[src/design/lrpt_pkg.sv]
`timescale 1ns / 1ps

package lrpt_pkg;

    // request codes carried in s_tuser
    localparam logic [2:0] REQ_START  = 3'd0;
    localparam logic [2:0] REQ_STOP   = 3'd1;
    localparam logic [2:0] REQ_PAUSE  = 3'd2;
    localparam logic [2:0] REQ_RESUME = 3'd3;
    localparam logic [2:0] REQ_RESET  = 3'd4;
    localparam logic [2:0] REQ_TICK   = 3'd5;

    // run modes
    localparam logic [1:0] MODE_IDLE  = 2'd0;
    localparam logic [1:0] MODE_RUN   = 2'd1;
    localparam logic [1:0] MODE_PAUSE = 2'd2;
    localparam logic [1:0] MODE_DONE  = 2'd3;

    // configuration register indexes
    localparam logic [1:0] CFG_DURATION = 2'd0;
    localparam logic [1:0] CFG_DELAY    = 2'd1;
    localparam logic [1:0] CFG_LOOPS    = 2'd2;
    localparam logic [1:0] CFG_PINGPONG = 2'd3;

    localparam int          LOOP_W      = 16;
    localparam int          LIMIT_W     = 17;
    localparam int          DELTA_W     = 16;
    localparam logic [15:0] LOOP_MAX    = 16'hFFFF;
    localparam logic [31:0] DURATION_RST = 32'd1000000;

    // shared unit operation
    localparam logic ALU_ADD = 1'b0;
    localparam logic ALU_SUB = 1'b1;

    typedef struct packed {
        logic loop_ended;
        logic completed;
        logic started;
    } evt_flags_t;

endpackage

[src/design/lrpt_alu.sv]
`timescale 1ns / 1ps

module lrpt_alu #(
    parameter int WIDTH = 27
) (
    input  logic             op,
    input  logic [WIDTH-1:0] a,
    input  logic [WIDTH-1:0] b,
    output logic [WIDTH-1:0] res,
    output logic             ge
);

    logic [WIDTH:0] full;

    always_comb begin
        if (op == lrpt_pkg::ALU_SUB) begin
            full = {1'b0, a} - {1'b0, b};
        end else begin
            full = {1'b0, a} + {1'b0, b};
        end
        res = full[WIDTH-1:0];
        // a >= b when the subtraction does not borrow
        ge  = ~full[WIDTH];
    end

endmodule

[src/design/lrpt_seq.sv]
`timescale 1ns / 1ps

module lrpt_seq #(
    parameter int TIME_BITS     = 24,
    parameter int PROGRESS_BITS = 16
) (
    input  logic                       aclk,
    input  logic                       aresetn,
    // request side
    input  logic                       req_valid,
    output logic                       req_ready,
    input  logic [2:0]                 req_type,
    input  logic [15:0]                tick_delta,
    // configuration
    input  logic [TIME_BITS-1:0]       ramp_duration,
    input  logic [TIME_BITS-1:0]       start_delay,
    input  logic [16:0]                loop_limit,
    input  logic                       ping_pong_mode,
    // result side
    input  logic                       res_free,
    output logic                       res_valid,
    output logic [PROGRESS_BITS:0]     progress,
    output logic [1:0]                 run_state,
    output logic [15:0]                loops_done,
    output logic [TIME_BITS+1:0]       elapsed_time,
    output lrpt_pkg::evt_flags_t       flags
);

    localparam int EW = TIME_BITS + 2;
    localparam int AW = ((EW > lrpt_pkg::DELTA_W) ? EW : lrpt_pkg::DELTA_W) + 1;
    localparam int CW = $clog2(PROGRESS_BITS);
    localparam logic [PROGRESS_BITS:0] PROG_ONE = {1'b1, {PROGRESS_BITS{1'b0}}};
    localparam logic [EW-1:0] ELAPSED_MAX = {EW{1'b1}};

    typedef enum logic [3:0] {
        S_IDLE,
        S_DLY_CHK,
        S_DLY_ADD,
        S_DLY_CMP,
        S_EL_ADD,
        S_END_CMP,
        S_RATIO,
        S_DIV,
        S_MIX,
        S_FIN
    } state_t;

    state_t                   state_reg, state_next;
    logic [1:0]               mode_reg, mode_next;
    logic [EW-1:0]            elapsed_reg, elapsed_next;
    logic [TIME_BITS-1:0]     delay_reg, delay_next;
    logic [PROGRESS_BITS:0]   progress_reg, progress_next;
    logic [15:0]              loops_reg, loops_next;
    logic                     rev_reg, rev_next;
    lrpt_pkg::evt_flags_t     flags_reg, flags_next;
    logic                     ended_reg, ended_next;
    logic [15:0]              dt_reg, dt_next;
    logic [AW-1:0]            wrk_reg, wrk_next;
    logic [PROGRESS_BITS:0]   quot_reg, quot_next;
    logic [CW-1:0]            cnt_reg, cnt_next;

    logic                     alu_op;
    logic [AW-1:0]            alu_a, alu_b, alu_res;
    logic                     alu_ge;
    logic                     dur_zero;
    logic [15:0]              loops_inc;
    logic                     limit_hit;

    lrpt_alu #(.WIDTH(AW)) u_alu (
        .op  (alu_op),
        .a   (alu_a),
        .b   (alu_b),
        .res (alu_res),
        .ge  (alu_ge)
    );

    assign dur_zero  = (ramp_duration == '0);
    assign loops_inc = (loops_reg == lrpt_pkg::LOOP_MAX) ? loops_reg : loops_reg + 16'd1;
    // only a positive limit can be hit; negative values loop forever, zero is handled apart
    assign limit_hit = !loop_limit[16] && (loop_limit != '0) && (loops_inc >= loop_limit[15:0]);

    // operand selection for the shared unit
    always_comb begin
        alu_op = lrpt_pkg::ALU_ADD;
        alu_a  = '0;
        alu_b  = '0;
        case (state_reg)
            S_DLY_CHK: begin
                alu_op = lrpt_pkg::ALU_SUB;
                alu_a  = AW'(delay_reg);
                alu_b  = AW'(start_delay);
            end
            S_DLY_ADD: begin
                alu_a  = AW'(delay_reg);
                alu_b  = AW'(dt_reg);
            end
            S_DLY_CMP: begin
                alu_op = lrpt_pkg::ALU_SUB;
                alu_a  = wrk_reg;
                alu_b  = AW'(start_delay);
            end
            S_EL_ADD: begin
                alu_a  = AW'(elapsed_reg);
                alu_b  = AW'(dt_reg);
            end
            S_END_CMP, S_RATIO: begin
                alu_op = lrpt_pkg::ALU_SUB;
                alu_a  = AW'(elapsed_reg);
                alu_b  = AW'(ramp_duration);
            end
            S_DIV: begin
                alu_op = lrpt_pkg::ALU_SUB;
                alu_a  = {wrk_reg[AW-2:0], 1'b0};
                alu_b  = AW'(ramp_duration);
            end
            default: begin
                alu_op = lrpt_pkg::ALU_ADD;
            end
        endcase
    end

    always_comb begin
        state_next    = state_reg;
        mode_next     = mode_reg;
        elapsed_next  = elapsed_reg;
        delay_next    = delay_reg;
        progress_next = progress_reg;
        loops_next    = loops_reg;
        rev_next      = rev_reg;
        flags_next    = flags_reg;
        ended_next    = ended_reg;
        dt_next       = dt_reg;
        wrk_next      = wrk_reg;
        quot_next     = quot_reg;
        cnt_next      = cnt_reg;

        case (state_reg)
            S_IDLE: begin
                if (req_valid) begin
                    flags_next = '0;
                    ended_next = 1'b0;
                    dt_next    = tick_delta;
                    state_next = S_FIN;
                    case (req_type)
                        lrpt_pkg::REQ_START: begin
                            mode_next           = lrpt_pkg::MODE_RUN;
                            elapsed_next        = '0;
                            delay_next          = '0;
                            progress_next       = '0;
                            loops_next          = '0;
                            rev_next            = 1'b0;
                            flags_next.started  = 1'b1;
                        end
                        lrpt_pkg::REQ_STOP, lrpt_pkg::REQ_RESET: begin
                            mode_next     = lrpt_pkg::MODE_IDLE;
                            elapsed_next  = '0;
                            delay_next    = '0;
                            progress_next = '0;
                            loops_next    = '0;
                            rev_next      = 1'b0;
                        end
                        lrpt_pkg::REQ_PAUSE: begin
                            if (mode_reg == lrpt_pkg::MODE_RUN) begin
                                mode_next = lrpt_pkg::MODE_PAUSE;
                            end
                        end
                        lrpt_pkg::REQ_RESUME: begin
                            if (mode_reg == lrpt_pkg::MODE_PAUSE) begin
                                mode_next = lrpt_pkg::MODE_RUN;
                            end
                        end
                        lrpt_pkg::REQ_TICK: begin
                            if (mode_reg == lrpt_pkg::MODE_RUN) begin
                                state_next = S_DLY_CHK;
                            end
                        end
                        default: begin
                            state_next = S_FIN;
                        end
                    endcase
                end
            end
            S_DLY_CHK: begin
                state_next = alu_ge ? S_EL_ADD : S_DLY_ADD;
            end
            S_DLY_ADD: begin
                wrk_next   = alu_res;
                state_next = S_DLY_CMP;
            end
            S_DLY_CMP: begin
                if (alu_ge) begin
                    // delay used up, the remainder feeds the ramp
                    dt_next    = alu_res[15:0];
                    delay_next = start_delay;
                    state_next = S_EL_ADD;
                end else begin
                    delay_next = wrk_reg[TIME_BITS-1:0];
                    state_next = S_FIN;
                end
            end
            S_EL_ADD: begin
                if (alu_res[AW-1:EW] != '0) begin
                    elapsed_next = ELAPSED_MAX;
                end else begin
                    elapsed_next = alu_res[EW-1:0];
                end
                state_next = S_END_CMP;
            end
            S_END_CMP: begin
                if (!(dur_zero || alu_ge)) begin
                    wrk_next   = AW'(elapsed_reg);
                    quot_next  = '0;
                    cnt_next   = '0;
                    state_next = S_DIV;
                end else if (loop_limit == '0) begin
                    elapsed_next = EW'(ramp_duration);
                    quot_next    = PROG_ONE;
                    ended_next   = 1'b1;
                    state_next   = S_MIX;
                end else begin
                    flags_next.loop_ended = 1'b1;
                    loops_next            = loops_inc;
                    if (limit_hit) begin
                        elapsed_next = EW'(ramp_duration);
                        quot_next    = PROG_ONE;
                        ended_next   = 1'b1;
                        state_next   = S_MIX;
                    end else begin
                        rev_next     = rev_reg ^ ping_pong_mode;
                        elapsed_next = alu_res[EW-1:0];
                        state_next   = S_RATIO;
                    end
                end
            end
            S_RATIO: begin
                // overflow past a second duration clamps to full scale
                if (dur_zero || alu_ge) begin
                    quot_next  = PROG_ONE;
                    state_next = S_MIX;
                end else begin
                    wrk_next   = AW'(elapsed_reg);
                    quot_next  = '0;
                    cnt_next   = '0;
                    state_next = S_DIV;
                end
            end
            S_DIV: begin
                if (alu_ge) begin
                    wrk_next  = alu_res;
                    quot_next = {quot_reg[PROGRESS_BITS-1:0], 1'b1};
                end else begin
                    wrk_next  = {wrk_reg[AW-2:0], 1'b0};
                    quot_next = {quot_reg[PROGRESS_BITS-1:0], 1'b0};
                end
                cnt_next = cnt_reg + CW'(1);
                if (cnt_reg == CW'(PROGRESS_BITS - 1)) begin
                    state_next = S_MIX;
                end
            end
            S_MIX: begin
                progress_next = rev_reg ? (PROG_ONE - quot_reg) : quot_reg;
                if (ended_reg) begin
                    mode_next            = lrpt_pkg::MODE_DONE;
                    flags_next.completed = 1'b1;
                end
                state_next = S_FIN;
            end
            S_FIN: begin
                if (res_free) begin
                    state_next = S_IDLE;
                end
            end
            default: begin
                state_next = S_IDLE;
            end
        endcase
    end

    always_ff @(posedge aclk) begin
        if (!aresetn) begin
            state_reg    <= S_IDLE;
            mode_reg     <= lrpt_pkg::MODE_IDLE;
            elapsed_reg  <= '0;
            delay_reg    <= '0;
            progress_reg <= '0;
            loops_reg    <= '0;
            rev_reg      <= 1'b0;
            flags_reg    <= '0;
            ended_reg    <= 1'b0;
        end else begin
            state_reg    <= state_next;
            mode_reg     <= mode_next;
            elapsed_reg  <= elapsed_next;
            delay_reg    <= delay_next;
            progress_reg <= progress_next;
            loops_reg    <= loops_next;
            rev_reg      <= rev_next;
            flags_reg    <= flags_next;
            ended_reg    <= ended_next;
        end
        dt_reg   <= dt_next;
        wrk_reg  <= wrk_next;
        quot_reg <= quot_next;
        cnt_reg  <= cnt_next;
    end

    assign req_ready    = (state_reg == S_IDLE);
    assign res_valid    = (state_reg == S_FIN) && res_free;
    assign progress     = progress_reg;
    assign run_state    = mode_reg;
    assign loops_done   = loops_reg;
    assign elapsed_time = elapsed_reg;
    assign flags        = flags_reg;

endmodule

[src/design/looping_ramp_progress_timer.sv]
`timescale 1ns / 1ps

// Looping ramp progress timer. Each accepted command (start, stop, pause,
// resume, reset, tick) gives exactly one result transfer carrying progress in
// Q1.PROGRESS_BITS, run state, loop count, elapsed time and event flags.
// Commands other than a running tick go straight to the hand-over state S_FIN,
// which loads the output register once it is free. A running tick uses one
// shared add/subtract/compare unit: S_DLY_CHK, S_DLY_ADD and S_DLY_CMP while
// start delay remains (the tick ends there if some is left), S_EL_ADD for the
// elapsed add, S_END_CMP for the loop-end compare, S_RATIO after a loop end,
// restoring division in S_DIV when progress is below full scale, and S_MIX and
// S_FIN to mix and hand over. A new command is taken only once the previous
// result is in the output register, which frees the input side while it waits;
// the hand-over stalls while the output register still holds an unsent result.
module looping_ramp_progress_timer #(
    parameter int TIME_BITS     = 24,
    parameter int PROGRESS_BITS = 16,
    localparam int CFG_W        = (TIME_BITS > 17) ? TIME_BITS : 17,
    localparam int OUT_W        = PROGRESS_BITS + TIME_BITS + 24,
    localparam int M_TDATA_W    = ((OUT_W + 7) / 8) * 8
) (
    input  logic                  aclk,
    input  logic                  aresetn,
    // configuration writes
    input  logic                  cfg_we,
    input  logic [1:0]            cfg_index,
    input  logic [CFG_W-1:0]      cfg_wdata,
    // request stream
    input  logic                  s_tvalid,
    output logic                  s_tready,
    input  logic [15:0]           s_tdata,   // tick_delta
    input  logic [2:0]            s_tuser,   // req_type
    // result stream
    output logic                  m_tvalid,
    input  logic                  m_tready,
    // progress, run_state, loops_done, elapsed_time, loop_ended, completed,
    // started, zero fill
    output logic [M_TDATA_W-1:0]  m_tdata
);

    localparam logic [PROGRESS_BITS:0] PROG_ONE = {1'b1, {PROGRESS_BITS{1'b0}}};

    logic [TIME_BITS-1:0]   duration_reg;
    logic [TIME_BITS-1:0]   delay_cfg_reg;
    logic [16:0]            limit_reg;
    logic                   pingpong_reg;

    logic                   out_valid_reg;
    logic [PROGRESS_BITS:0] out_progress_reg;
    logic [1:0]             out_state_reg;
    logic [15:0]            out_loops_reg;
    logic [TIME_BITS+1:0]   out_elapsed_reg;
    lrpt_pkg::evt_flags_t   out_flags_reg;

    logic                   res_free;
    logic                   res_valid;
    logic [PROGRESS_BITS:0] res_progress;
    logic [1:0]             res_state;
    logic [15:0]            res_loops;
    logic [TIME_BITS+1:0]   res_elapsed;
    lrpt_pkg::evt_flags_t   res_flags;

    always_ff @(posedge aclk) begin
        if (!aresetn) begin
            duration_reg  <= lrpt_pkg::DURATION_RST[TIME_BITS-1:0];
            delay_cfg_reg <= '0;
            limit_reg     <= '0;
            pingpong_reg  <= 1'b0;
        end else if (cfg_we) begin
            case (cfg_index)
                lrpt_pkg::CFG_DURATION: duration_reg  <= cfg_wdata[TIME_BITS-1:0];
                lrpt_pkg::CFG_DELAY:    delay_cfg_reg <= cfg_wdata[TIME_BITS-1:0];
                lrpt_pkg::CFG_LOOPS:    limit_reg     <= cfg_wdata[16:0];
                lrpt_pkg::CFG_PINGPONG: pingpong_reg  <= cfg_wdata[0];
                default:                pingpong_reg  <= pingpong_reg;
            endcase
        end
    end

    assign res_free = !out_valid_reg || m_tready;

    lrpt_seq #(
        .TIME_BITS     (TIME_BITS),
        .PROGRESS_BITS (PROGRESS_BITS)
    ) u_seq (
        .aclk           (aclk),
        .aresetn        (aresetn),
        .req_valid      (s_tvalid),
        .req_ready      (s_tready),
        .req_type       (s_tuser),
        .tick_delta     (s_tdata),
        .ramp_duration  (duration_reg),
        .start_delay    (delay_cfg_reg),
        .loop_limit     (limit_reg),
        .ping_pong_mode (pingpong_reg),
        .res_free       (res_free),
        .res_valid      (res_valid),
        .progress       (res_progress),
        .run_state      (res_state),
        .loops_done     (res_loops),
        .elapsed_time   (res_elapsed),
        .flags          (res_flags)
    );

    // output register, loaded only when the previous transfer has gone
    always_ff @(posedge aclk) begin
        if (!aresetn) begin
            out_valid_reg <= 1'b0;
        end else if (res_valid) begin
            out_valid_reg <= 1'b1;
        end else if (m_tready) begin
            out_valid_reg <= 1'b0;
        end
        if (res_valid) begin
            out_progress_reg <= res_progress;
            out_state_reg    <= res_state;
            out_loops_reg    <= res_loops;
            out_elapsed_reg  <= res_elapsed;
            out_flags_reg    <= res_flags;
        end
    end

    assign m_tvalid = out_valid_reg;
    assign m_tdata  = M_TDATA_W'({out_flags_reg.started, out_flags_reg.completed,
                                  out_flags_reg.loop_ended, out_elapsed_reg,
                                  out_loops_reg, out_state_reg, out_progress_reg});

    // one command at a time: the sequencer is busy right after a transfer in
    a_busy_after_accept: assert property (@(posedge aclk) disable iff (!aresetn)
        s_tvalid && s_tready |=> !s_tready)
        else $error("request taken while a command is in progress");

    a_progress_range: assert property (@(posedge aclk) disable iff (!aresetn)
        m_tvalid |-> (out_progress_reg <= PROG_ONE))
        else $error("progress beyond full scale");

    a_completed_state: assert property (@(posedge aclk) disable iff (!aresetn)
        m_tvalid && out_flags_reg.completed |->
            (out_state_reg == lrpt_pkg::MODE_DONE) && (out_progress_reg == PROG_ONE
            || out_progress_reg == '0))
        else $error("completion reported without finished state");

    a_start_clean: assert property (@(posedge aclk) disable iff (!aresetn)
        m_tvalid && out_flags_reg.started |->
            (out_state_reg == lrpt_pkg::MODE_RUN) && (out_progress_reg == '0)
            && (out_loops_reg == '0) && !out_flags_reg.loop_ended)
        else $error("start result does not show a cleared run");

endmodule

[config.mk]
export PLATFORM = sky130hd
export DESIGN_NAME = looping_ramp_progress_timer
export DESIGN_NICKNAME = d
export VERILOG_FILES = /design/src/design/lrpt_pkg.sv /design/src/design/lrpt_alu.sv /design/src/design/lrpt_seq.sv /design/src/design/looping_ramp_progress_timer.sv
export SDC_FILE = /design/constraint.sdc
export NUM_CORES = 1
export LEC_CHECK = 0
export BUFFER_PORTS_ARGS = -buffer_cell sky130_fd_sc_hd__buf_2
export CELL_PAD_IN_SITES_DETAIL_PLACEMENT = 2
export CELL_PAD_IN_SITES_GLOBAL_PLACEMENT = 2
export CORE_ASPECT_RATIO = 0.75
export CORE_UTILIZATION = 36
export CTS_BUF_LIST = sky130_fd_sc_hd__clkbuf_8
export DETAILED_ROUTE_END_ITERATION = 10
export GPL_TIMING_DRIVEN = 0
export PLACE_DENSITY_LB_ADDON = 0.1
export SYNTH_ARGS = -nofsm -noshare
export SYNTH_HDL_FRONTEND = slang
export SYNTH_SLANG_ARGS = --single-unit
[constraint.sdc]
create_clock -name aclk -period 8.3 [get_ports aclk]
set_clock_uncertainty 0.15 [all_clocks]
set_input_delay 2.075 -clock aclk [delete_from_list [all_inputs] [get_ports aclk]]
set_output_delay 2.075 -clock aclk [all_outputs]
set_load 0.05 [all_outputs]
== After elaboration in Yosys (flattened, before gate mapping) ==
Cells that the tools add are included.

* Add/subtract/negate cells: 5
* $lt $le $gt $ge: 1
* Equal/unequal tests: 36
* Muxes and demuxes: 77
* Bitwise operators: 2
* Reduce and logical (&&, ||, !) cells: 49

{| class="wikitable"
|+ Operator list
! operator !! count
|-
| 26-bit two-way mux || 6
|-
| 17-bit two-way mux || 7
|-
| 16-bit two-way mux || 7
|-
| 27-bit case mux with 4 select lines || 1
|-
| 27-bit case mux with 3 select lines || 1
|-
| 26-bit case mux with 3 select lines || 1
|-
| 24-bit two-way mux || 3
|-
| 24-bit case mux with 3 select lines || 1
|-
| 16-bit case mux with 2 select lines || 2
|-
| 27-bit two-way mux || 2
|-
| 17-bit case mux with 3 select lines || 1
|-
| 24-bit case mux with 2 select lines || 1
|-
| 4-bit two-way mux || 11
|-
| 4-bit case mux with 10 select lines || 1
|-
| 17-bit case mux with 2 select lines || 1
|-
| 27-bit by 27-bit adder with 28-bit output || 1
|-
| 28-bit two-way mux || 1
|-
| 27-bit by 27-bit subtractor with 28-bit output || 1
|-
| 24-bit zero test || 1
|-
| 17-bit zero test || 1
|-
| 1-bit two-way mux || 17
|-
| 17-bit nonzero test || 1
|-
| 17-bit subtractor, first input constant || 1
|-
| 16-bit by 1-bit adder with 16-bit output, second input constant || 1
|-
| 42 further kinds || 99
|}

* Register bits after elaboration: 289
* Input port bits: 50
* Output and inout port bits: 66

== Depth between registers and ports, before layout ==
* Depth after elaboration: 9
* Gate-level depth with buffers: 24
* Depth with buffers taken out: 20

== Cells and area by module ==
From an unflattened synthesis, not the netlist that was laid out.

* Cells, all modules: 1688
* Area total of the unflattened synthesis: 15945.3 um2

{| class="wikitable"
|+ By module, submodules not included
! module !! times used !! cells an instance !! area an instance (um2) !! seq. area each (um2)
|-
| lrpt_seq || 1 || 1065 || 9395.3 || 3803.6
|-
| looping_ramp_progress_timer || 1 || 323 || 4544.4 || 3263.1
|-
| lrpt_alu || 1 || 300 || 2005.7 || 0.0
|}

== Least setup slack after synthesis ==
OpenSTA, ideal clock, no wires.

* Kind: register to register
* Start: register u_seq.state_reg[1]
* End: register u_seq.wrk_reg[0] (enable)
* Library setup time: 0.558 ns
* Arrival: 8.368 ns
* Path slack: -0.776 ns
* Stages on the path, launching flop included: 18
* Path buffers: 3
* Period minus slack after synthesis: 9.076 ns
* Cell sequence: dfxtp_1 -> buf_6 -> xor2_2 -> and2_1 -> buf_6 -> a222oi_1 -> nor4b_4 -> nand3_1 -> o41a_1 -> a221oi_1 -> ha_1 -> clkbuf_1 -> o21a_1 -> a221oi_1 -> a21boi_0 -> o31ai_1 -> nand2b_1 -> a2111oi_0

* Word-level cells in the longest chain between the ends: 9
* Elaborated cells on any way between the ends: 25
* Those cells by class: add/sub (2); eq/ne (8); mux (4); bitwise (1); reduce/logical (10)

{| class="wikitable"
|+ Ends and longest elaborated chain
! item !! line !! text
|-
| start: declaration || lrpt_seq.sv:48 || <nowiki>state_t state_reg, state_next;</nowiki>
|-
| start signal: assignment || lrpt_seq.sv:291 || <nowiki>state_reg <= state_next;</nowiki>
|-
| 4-bit by 3-bit equality test with 1-bit output (tied with other cells) || lrpt_seq.sv:87 || <nowiki>case (state_reg)</nowiki>
|-
| 3-bit OR reduction (no source line) / 2-bit OR reduction (equally long branches) || n/a ||
|-
| 27-bit case mux with 4 select lines / 24-bit case mux with 3 select lines (equally long branches) || lrpt_seq.sv:87 ||
|-
| 27-bit by 27-bit adder with 28-bit output / 27-bit by 27-bit subtractor with 28-bit output (equally long branches) || lrpt_alu.sv:19, lrpt_alu.sv:17 ||
|-
| 28-bit two-way mux || lrpt_alu.sv:16 || <nowiki>if (op == lrpt_pkg::ALU_SUB) begin</nowiki>
|-
| 1-bit NOT || lrpt_alu.sv:23 || <nowiki>ge = ~full[WIDTH];</nowiki>
|-
| 1-bit logical OR || lrpt_seq.sv:210, lrpt_seq.sv:237 ||
|-
| 2-bit inequality test (no source line) || n/a ||
|-
| 2-bit AND reduction (no source line) (*) || n/a ||
|-
| end signal: assignment || lrpt_seq.sv:302 || <nowiki>wrk_reg <= wrk_next;</nowiki>
|-
| end: declaration || lrpt_seq.sv:58 || <nowiki>logic [AW-1:0] wrk_reg, wrk_next;</nowiki>
|}

Every way passes the cells marked *; elsewhere a longest branch is shown, timed or not.
A chain may end at the register's enable or synchronous reset.

== Worst setup path after layout ==
* Start: register u_seq.state_reg[2]
* End: register u_seq.elapsed_reg[13], in the netlist u_seq.elapsed_time[13]

* Word-level cells in the longest chain between the ends: 9
* Elaborated cells on any way between the ends: 32
* Those cells by class: add/sub (2); eq/ne (10); mux (9); bitwise (1); reduce/logical (10)

{| class="wikitable"
|+ Ends and longest elaborated chain
! item !! line !! text
|-
| 4-bit by 3-bit equality test with 1-bit output (tied with other cells) || lrpt_seq.sv:87, lrpt_seq.sv:137 ||
|-
| 3-bit OR reduction (no source line) / 2-bit OR reduction (equally long branches) || n/a ||
|-
| 27-bit case mux with 4 select lines / 24-bit case mux with 3 select lines (equally long branches) || lrpt_seq.sv:87 ||
|-
| 27-bit by 27-bit adder with 28-bit output / 27-bit by 27-bit subtractor with 28-bit output (equally long branches) || lrpt_alu.sv:19, lrpt_alu.sv:17 ||
|-
| 28-bit two-way mux || lrpt_alu.sv:16 ||
|-
| 26-bit two-way mux / 1-bit NOT (equally long branches) || lrpt_seq.sv:223, lrpt_alu.sv:23 ||
|-
| 26-bit two-way mux / 1-bit logical OR (equally long branches) || lrpt_seq.sv:215, lrpt_seq.sv:210 ||
|-
| 26-bit two-way mux / 2-bit by 1-bit inequality test with 1-bit output (equally long branches) || n/a ||
|-
| 26-bit case mux with 3 select lines / 4-bit AND reduction (equally long branches) || n/a ||
|-
| end signal: assignment || lrpt_seq.sv:293 || <nowiki>elapsed_reg <= elapsed_next;</nowiki>
|-
| end: declaration || lrpt_seq.sv:50 || <nowiki>logic [EW-1:0] elapsed_reg, elapsed_next;</nowiki>
|}

Parallel ways exist; a longest one is shown, timed or not. The select of a mux whose other input is x is not followed.

==> out/summary.txt <==
Wirelength per Cell: 26.2 um
Placed instance area: 0.0165 mm2
FMAX: 125 MHz
Yosys top cell by area: edfxtp_1
Non-Filler Instances: 2425
Max-Cap Viols: 0
Clk sinks: 289
Setup TNS: 0 ns
Synth Area in Compound Gates: 0.222
Final hold violations: 0
Syn Std Cell Area: 0.0151 mm2
CTS max path bufs: 3
EDFF count, synth: 128
Die footprint: 0.0429 mm2
Post-detail-place hpwl: 48400 um
Adder-cell share of the synthesized area: 0.0401
Async set or reset register ratio after synthesis: 0
Multi-input gate area: 0.00752 mm2
Clk root buf: clkbuf_8
Post-synthesis mux area share: 0.0185
Vias in the first global route: 14600
Antenna-violating nets left: 0
Synth area leaders: edfxtp_1 25%, dfxtp_1 21%, nand2_1 6.8%
Hold path endpoint: out_loops_reg[12]
Reg area: 0.00707 mm2
Layout area overhead: 16.3%
Synth Area in XOR/XNOR: 0.0415
Final routed DRC violation total: 0
Largest net degree at the start of global routing: 28
R2r setup slk: 0.33 ns
Hold Path Class: flip-flop to flip-flop
TritonCTS clock tree: yes
Layout filler cell count: 4604
Sequential share of the synthesized area: 0.467
RePlAce Congestion: 0.913
FF-to-FF Start: u_seq.state_reg[2]
Worst hold slack: 0.286 ns
Yosys reg bits: 289
Worst Max-Slew Pin Slew: 1.37 ns
Distinct cells, synth: 77
N_diodes: 0
Count leader, synth: nand2_1
Die span in x: 239 um
Crit path largest cell delay: 0.69 ns
Largest family of logic cells by synthesized area: compound AO/OA/AOI/OAI gates
Core ar.: 0.0412 mm2
Htree depth: 2
Layout net count: 1921
Via/cell ratio: 5.83
Worst vdd ir: 186 uV
Total number of vias: 14100
Rel. slew slack: 0.0812
Period utilization: 0.960
Die height: 180 um
CP required: 8.67 ns
Final setup vio count: 0
Power density over cell area: 434 mW/mm2
Initial Util: 0.368
Leakage power: 6.77 nW
CP cell instances: buf_2 -> nand2b_1 -> buf_4 -> nor2_1 -> clkbuf_1 -> a2bb2oi_1 -> ha_1 -> and3_1 -> and3_1 -> a41oi_2 -> nor2_1 -> ha_1 -> clkbuf_1 -> nand2_1 -> nor2b_1 -> nand3_1 -> a211oi_1 -> nor3_1 -> xnor2_1 -> and3_1 -> clkbuf_1 -> clkbuf_1 -> a211oi_1 -> o2bb2ai_2
Fraction of the mapped netlist area in simple logic gates: 0.172
Ports: 116
Number of flip-flops in the largest register: 27
Share of layout cells above drive strength 1: 0.132
Port buffer count: 111
Worst setup margin: 0.329 ns
Crit-path max FO: 10
Hold path startpoint: u_seq.loops_done[12]
Gr ovfl total: 0
Crit path launch type: flip-flop
Post-Syn Instances: 1652
Top cells by count, synth: 273 x nand2_1, 161 x dfxtp_1, 148 x a21oi_1, 145 x nor2_1, 128 x edfxtp_1
Fin. max-slew vios: 0
Yosys warns: 0
Reg2Reg Depth: 24
Final wirelength: 63600 um
Hold Crit Depth: 0
Most common cell on crit path: clkbuf_1
Arrival time of the worst setup path: 8.34 ns
Initial DRC count: 1027
Min cycle time layout: 7.97 ns
Worst reg2reg endpoint: u_seq.elapsed_time[13]
Final Cell Area: 0.0176 mm2
Status: finished clean
Syn Area/Cell: 9.17 um2
Tot GR Track Use: 0.295
Drt first pass iters: 7
Post-Syn Nets: 1750
CP Capture Type: flip-flop
Placed Cells: 2332
Crit-path slowest cell: clkbuf_1
CP Class: flip-flop to flip-flop
Clock Pin Slew Worst Setup and Hold Paths: 0.07 ns
Clk_lat worst skew: 0.63 ns
Ys flop type: dfxtp_1
RSZ-0062 raised after global routing: false
Std cell rows: 64
Yosys top cell area share: 0.254
Pre-CTS setup slack: -0.129 ns
Hold buffers post-CTS: 0
First-pass GRT wire length: 94500 um
Initial antenna violation count: 3
CTS Buf Count: 50
[per-stage QoR]
stage	utilization	power, W
6_report	0.428	0.00764
5_1_grt	0.428	0.00802
4_1_cts	0.428	0.00755
3_5_place_dp	0.402	0.00609
3_3_place_gp	0.399	0.00595
2_1_floorplan	-	0.00467
[worst max path at each step]
stage                             from                endpoint  cells after the start
floorplan           u_seq.state_reg[1]        u_seq.wrk_reg[0]                     17
global placement    u_seq.state_reg[2]       u_seq.wrk_reg[15]                     20
detailed placement  u_seq.state_reg[2]  u_seq.elapsed_time[24]                     23
CTS                 u_seq.state_reg[2]        u_seq.dt_reg[14]                     22
global route        u_seq.state_reg[2]       u_seq.wrk_reg[14]                     22
finish              u_seq.state_reg[2]  u_seq.elapsed_time[13]                     24
[what timing repair did]
item / in CTS / in global routing
gates resized for setup: 1 / 2
setup endpoints to repair: 5 / 92
buffers inserted: 0 / 0
[layer usage]
layer	track usage	share of wire	vias to the layer above
li1	-	-	6381
met1	0.429	0.47	7156
met2	0.436	0.43	485
met3	0.0688	0.083	106
met4	0.0749	0.022	2
met5	0	0.00017	-
[layout make-up]
type | count | area share
clock inverters | 30 | 0.0116
inverters | 39 | 0.00831
multi-input cells | 1218 | 0.427
clock buffers | 63 | 0.0492
flip-flops and latches | 289 | 0.401
repair buffers | 119 | 0.0372
plain buffers | 106 | 0.0261
well taps | 561 | 0.0398
[placed cells by master, fill, tap and decap left out, types with 29 or more instances in the layout]
cell | netlist | layout
nand2_1 | 273 | 273
dfxtp_1 | 161 | 161
buf_2 | 8 | 119
nor2_1 | 145 | 144
clkbuf_1 | 86 | 86
o21ai_1 | 29 | 29
ha_1 | 47 | 47
xor2_1 | 35 | 35
a221o_1 | 47 | 47
edfxtp_1 | 128 | 128
nand3_1 | 45 | 45
o21ai_0 | 59 | 58
clkbuf_8 | 0 | 63
inv_1 | 37 | 55
a21oi_1 | 148 | 148
xnor2_1 | 33 | 33
[cells by family after synthesis]
| logic type | Yosys count |
|---|---|
| adders and majority gates | 48 |
| buffers and inverters | 145 |
| and+or+nand+nor | 585 |
| muxes | 28 |
| AOI/OAI and AO/OA | 487 |
| xor gates and xnor gates | 70 |
| DFF | 289 |
[report_power, final]
| group | switching, W | internal [W] |
|---|---|---|
| Sequential | 0.000174 | 0.00184 |
| Clock | 0.000640 | 0.000775 |
| Combinational | 0.00287 | 0.00135 |
| Total | 0.00368 | 0.00396 |
[worst max-delay path, delay by kind of cell, from the launching register on]
family,cells,cell delay [ns]
xor gates and xnor gates,1,0.36
AOI/OAI and AO/OA,5,1.75
adders and majority gates,2,0.62
buffers and inverters,6,2.55
DFF,1,0.33
and+or+nand+nor,10,2.14
No activity file was read; power rests on OpenSTA's default activity.
